### src/sv/tprf_pkg.sv
// Shared constants, register indexes and control structs of the tachometer filter.
package tprf_pkg;

  localparam int unsigned TICK_RATE_HZ = 1000000;

  localparam int unsigned SCALE_W  = 16;
  localparam int unsigned TIME_W   = 32;
  localparam int unsigned THR_W    = 16;
  localparam int unsigned FILT_W   = 24;
  localparam int unsigned RATE_W   = 16;
  localparam int unsigned CFG_W    = 32;
  localparam int unsigned CFG_IDX_W = 2;

  // numerator of the rate division: tick rate times Q8.8 scale
  localparam int unsigned TICK_W  = $clog2(TICK_RATE_HZ + 1);
  localparam int unsigned NUM_W   = TICK_W + SCALE_W;
  localparam int unsigned CNT_W   = $clog2(NUM_W);

  // 5*filt + raw stays below 6*2^24
  localparam int unsigned ACC_W   = 27;
  // divide by six: multiply by floor(2^30/6), then one correction step
  localparam int unsigned RECIP_SH = 30;
  localparam int unsigned RECIP_W  = 28;
  localparam logic [RECIP_W-1:0] RECIP_SIX = RECIP_W'((64'd1 << RECIP_SH) / 64'd6);
  localparam int unsigned PROD_W  = ACC_W + RECIP_W;

  localparam logic [CFG_IDX_W-1:0] CFG_RATE_SCALE   = 2'd0;
  localparam logic [CFG_IDX_W-1:0] CFG_TIMEOUT      = 2'd1;
  localparam logic [CFG_IDX_W-1:0] CFG_RUN_THRESH   = 2'd2;

  localparam logic [SCALE_W-1:0] RATE_SCALE_RST = 16'd256;
  localparam logic [TIME_W-1:0]  TIMEOUT_RST    = 32'd200000;
  localparam logic [THR_W-1:0]   RUN_THRESH_RST = 16'd100;

  typedef struct packed {
    logic edge_load;
    logic smp_start;
    logic div_step;
    logic acc_load;
    logic mul_load;
    logic done_load;
  } tprf_cmd_t;

  typedef struct packed {
    logic zero_raw;
    logic div_last;
  } tprf_sts_t;

endpackage

### src/sv/tprf_ctrl.sv
// Sequencer of the tachometer filter: handshakes and step commands for the datapath.
module tprf_ctrl (
  input  logic                 clk,
  input  logic                 rst_n,
  input  logic                 in_valid,
  output logic                 in_ready,
  input  logic                 in_mode,
  output logic                 out_valid,
  input  logic                 out_ready,
  input  tprf_pkg::tprf_sts_t  sts,
  output tprf_pkg::tprf_cmd_t  cmd
);

  localparam logic [2:0] S_IDLE = 3'd0;
  localparam logic [2:0] S_DIV  = 3'd1;
  localparam logic [2:0] S_ACC  = 3'd2;
  localparam logic [2:0] S_MUL  = 3'd3;
  localparam logic [2:0] S_DONE = 3'd4;

  logic [2:0] state_r, state_nxt;
  logic       out_valid_r, out_valid_nxt;

  assign in_ready  = (state_r == S_IDLE);
  assign out_valid = out_valid_r;

  always_comb begin
    state_nxt = state_r;
    cmd       = '0;
    unique case (state_r)
      S_IDLE: begin
        if (in_valid) begin
          if (!in_mode) begin
            cmd.edge_load = 1'b1;
          end else begin
            cmd.smp_start = 1'b1;
            state_nxt = sts.zero_raw ? S_ACC : S_DIV;
          end
        end
      end
      S_DIV: begin
        cmd.div_step = 1'b1;
        if (sts.div_last) state_nxt = S_ACC;
      end
      S_ACC: begin
        cmd.acc_load = 1'b1;
        state_nxt = S_MUL;
      end
      S_MUL: begin
        cmd.mul_load = 1'b1;
        state_nxt = S_DONE;
      end
      S_DONE: begin
        // wait for the output register to free up
        if (!out_valid_r || out_ready) begin
          cmd.done_load = 1'b1;
          state_nxt = S_IDLE;
        end
      end
      default: state_nxt = S_IDLE;
    endcase
  end

  always_comb begin
    if (cmd.done_load) out_valid_nxt = 1'b1;
    else if (out_ready) out_valid_nxt = 1'b0;
    else out_valid_nxt = out_valid_r;
  end

  always_ff @(posedge clk) begin
    if (!rst_n) begin
      state_r     <= S_IDLE;
      out_valid_r <= 1'b0;
    end else begin
      state_r     <= state_nxt;
      out_valid_r <= out_valid_nxt;
    end
  end

  a_no_overwrite: assert property (@(posedge clk) disable iff (!rst_n)
    cmd.done_load |-> (!out_valid_r || out_ready))
    else $error("result beat overwritten before it was taken");

  a_rise_from_done: assert property (@(posedge clk) disable iff (!rst_n)
    $rose(out_valid_r) |-> ($past(state_r) == S_DONE))
    else $error("result beat raised outside the done step");

  a_sample_divides: assert property (@(posedge clk) disable iff (!rst_n)
    (state_r == S_IDLE && in_valid && in_mode && !sts.zero_raw) |=> (state_r == S_DIV))
    else $error("live sample did not start the divider");

  a_div_exit: assert property (@(posedge clk) disable iff (!rst_n)
    (state_r == S_DIV && sts.div_last) |=> (state_r == S_ACC))
    else $error("divider did not hand over after its last step");

endmodule

### config.mk
export PLATFORM = sky130hd
export DESIGN_NAME = tprf_ctrl
export DESIGN_NICKNAME = d
export VERILOG_FILES = /design/src/sv/tprf_pkg.sv /design/src/sv/tprf_ctrl.sv
export SDC_FILE = /design/constraint.sdc
export NUM_CORES = 1
export LEC_CHECK = 0
export BUFFER_PORTS_ARGS = -buffer_cell sky130_fd_sc_hd__buf_2
export CORE_AREA = 2 2 39 41
export CTS_CLUSTER_DIAMETER = 120
export DETAILED_ROUTE_END_ITERATION = 12
export DIE_AREA = 0 0 41 43
export GPL_TIMING_DRIVEN = 0
export MAX_ROUTING_LAYER = met4
export SYNTH_ARGS = -nofsm -noshare
export SYNTH_HDL_FRONTEND = slang
export SYNTH_SLANG_ARGS = --single-unit
### constraint.sdc
create_clock -name clk -period 3 [get_ports clk]
set_input_delay 0.15 -clock clk [delete_from_list [all_inputs] [get_ports clk]]
set_output_delay 0.15 -clock clk [all_outputs]
set_load 0.01 [all_outputs]
==> flow_metrics.env <==
export IMPL_swShare=0.289
export IMPL_synth_async_reset_ratio=0
export IMPL_tightest_slew_ps=263
export IMPL_hold_path_depth=2
export IMPL_layout_min_cycle_time_ps=1420
export IMPL_port_buffers=14
export IMPL_cp_max_fo=9
export IMPL_final_antenna_net_count=0
export IMPL_row_count=14
export IMPL_p_int_w=0.000126
export IMPL_synth_most_common_cell="nor2_1"
export IMPL_ioPinCount=15
export IMPL_die_area_um2=1760
export IMPL_p_leak_nw=0.193
export IMPL_synth_ff_type="dfxtp_1"
export IMPL_worstSkewPairLatency_ps=230
export IMPL_die_w_um=41
export IMPL_syn_cell_area_um2=268
export IMPL_p_sw_w=0.0000510
export IMPL_power_frac_clock=0.375
export IMPL_clock_fmax_mhz=702
export IMPL_antenna_found_initial=0
export IMPL_grt_max_degree=11
export IMPL_setup_viol_count_final=0
export IMPL_synth_top_area_frac=0.299
export IMPL_crit_path_max_incr_delay_ps=280
export IMPL_initial_core_util=0.193
export IMPL_slew_limit_headroom=0.823
export IMPL_syn2layout_area_growth_pct=42.1
export IMPL_drc=0
export IMPL_cts_inserted_buffers=3
export IMPL_drt_iter0_markers=3
export IMPL_fin_crit_sh=0.475
export IMPL_holdCritPathClass="in -> reg"
export IMPL_worst_r2r_path_depth=4
export IMPL_finalWirelength_um=607
export IMPL_hold_ws_ps=185
export IMPL_n_antenna_cell=0
export IMPL_synth_edf_count=0
export IMPL_grt_overflow_total=0
export IMPL_rsz0062_at_grt="false"
export IMPL_post_dp_cell_area_um2=358
export IMPL_place_hpwl_um=466
export IMPL_ys_ff_latch=4
export IMPL_core_um2=1380
export IMPL_cp_arrival_ps=1270
export IMPL_cp_cell_sequence="buf_2 > nor3_1 > and3_1 > buf_2"
export IMPL_grt_pass1_vias=241
export IMPL_wl_per_cell_um=9.20
export IMPL_maxCapViolCount=0
export IMPL_post_route_util=0.275
export IMPL_crit_required_ps=2850
export IMPL_cts_sinks=4
export IMPL_syn_num_nets=40
export IMPL_htree_levels=1
export IMPL_syn_inst=33
export IMPL_slew_viol_final=0
export IMPL_status="finished clean"
export IMPL_drive_gt1_frac=0.500
export IMPL_path_class="reg -> out"
export IMPL_yosys_top_cells_area="dfxtp_1 (30%), nor2_1 (7.0%), a2111oi_2 (5.6%), nor2b_1 (4.7%), buf_6 (4.2%)"
export IMPL_syn_avg_cell_area_um2=8.11
export IMPL_cts_setup_buffers=0
export IMPL_path_clk_slew_ps=40
export IMPL_via_count=282
export IMPL_gp_congestion=0.713
export IMPL_grt_pass1_wl_um=1010
export IMPL_clk_path_buf_depth=2
export IMPL_fin_area_um2=380
export IMPL_max_vdd_ir_drop_mv=0.0825
export IMPL_nNetsFinal=59
export IMPL_synth_common_cells="nor2_1 (5), dfxtp_1 (4), nand2_1 (3), nor2b_1 (2), nor3_1 (2)"
export IMPL_synth_warnings=0
export IMPL_ys_seq_area_frac=0.299
export IMPL_tritoncts="built"
export IMPL_viasPerCell=4.27
export IMPL_cp_start_kind="flip-flop"
export IMPL_crit_slowest_cell="dfxtp_1"
export IMPL_power_frac_comb=0.300
export IMPL_dr_pass1_iters=4
export IMPL_totalNegativeSetupSlack_ps=0
export IMPL_p_seq_frac=0.325
export IMPL_synth_top_area_cell="dfxtp_1"
export IMPL_crit_path_frequent_cell="buf_2"
export IMPL_hold_viol=0
export IMPL_skew_ps=0.861
export IMPL_yosysUniqueCellTypes=22
export IMPL_die_height_um=43
export IMPL_cts_root_buf="clkbuf_4"
export IMPL_cts_hold_buf=0
export IMPL_endpoint_kind="output pin"
export IMPL_cts_resized=0
export IMPL_power_density_nw_per_um2=465
export IMPL_grt_usage=0.0985
[through the flow]
step                      total power, W  cells  setup slack (ps)
after floorplan                0.0000948     33              1750
after global placement          0.000111     63              1810
after detailed placement        0.000112     63              1790
after CTS                       0.000182     66              1560
after global routing            0.000194     66              1430
final                           0.000177     66              1580
[power groups by stage]
stage	logic [W]	registers, W	clock network (W)
after global routing	0.0000598	0.0000577	0.0000768
after detailed placement	0.0000536	0.0000583	0
after CTS	0.0000539	0.0000575	0.0000709
after floorplan	0.0000365	0.0000583	0
after global placement	0.0000530	0.0000584	0
final	0.0000531	0.0000575	0.0000663
[layer usage]
layer,GRT usage,routed length [µm],part of all wire,vias to the layer above
li1,-,-,-,149
met1,0.105,264,0.43,125
met2,0.113,320,0.53,8
met3,0.0471,21,0.035,0
met4,0.120,0,0,0
met5,-,0,0,-
[area by class of cell]
type	count	area, µm²
Sequential cell	4	80.1
Multi-Input combinational cell	25	159
Fill cell	157	1000
Buffer	4	28.8
Timing Repair Buffer	14	70.1
Clock buffer	3	22.5
Tap cell	16	20.0
[cells in the final DEF, fill, tap and decap left out]
cell type	instances
a2111oi_2	1
a211o_2	1
a21oi_1	1
a31oi_1	1
and2_1	1
and3_1	1
and3b_1	1
and3b_2	1
buf_2	15
buf_4	1
buf_6	1
clkbuf_2	1
clkbuf_4	3
dfxtp_1	4
nand2_1	3
nand2b_1	1
nor2_1	5
nor2b_1	2
nor3_1	2
nor3b_1	1
o2111ai_1	1
o21ai_2	1
o31ai_1	1
[kinds of logic (layout without fill, tap and decap cells)]
logic type             after synthesis  in the layout  synth area share
and+or+nand+nor                     18             18             0.365
AOI/OAI and AO/OA                    7              7             0.229
buffers and inverters                4             21             0.107
DFF                                  4              4             0.299
[path summary, 6_finish.rpt]
| path | from | endpoint | slack (ps) |
|---|---|---|---|
| setup / recovery | state_r[2] | cmd[4] | 1580 |
| hold / removal | rst_n | out_valid | 180 |
| setup reg to reg | state_r[1] | state_r[0] | 1800 |
| hold reg to reg | state_r[0] | state_r[1] | 560 |
[critical path: cells and delay by family, from the launching register on]
kind | cells | cell delay, ps
DFF | 1 | 280
and+or+nand+nor | 2 | 470
buffers and inverters | 2 | 280
[state kept, by name, indices dropped and copies added, names as in the netlist]
name and count:
state_r 3, out_valid 1
(Power assumes the default switching activity.)
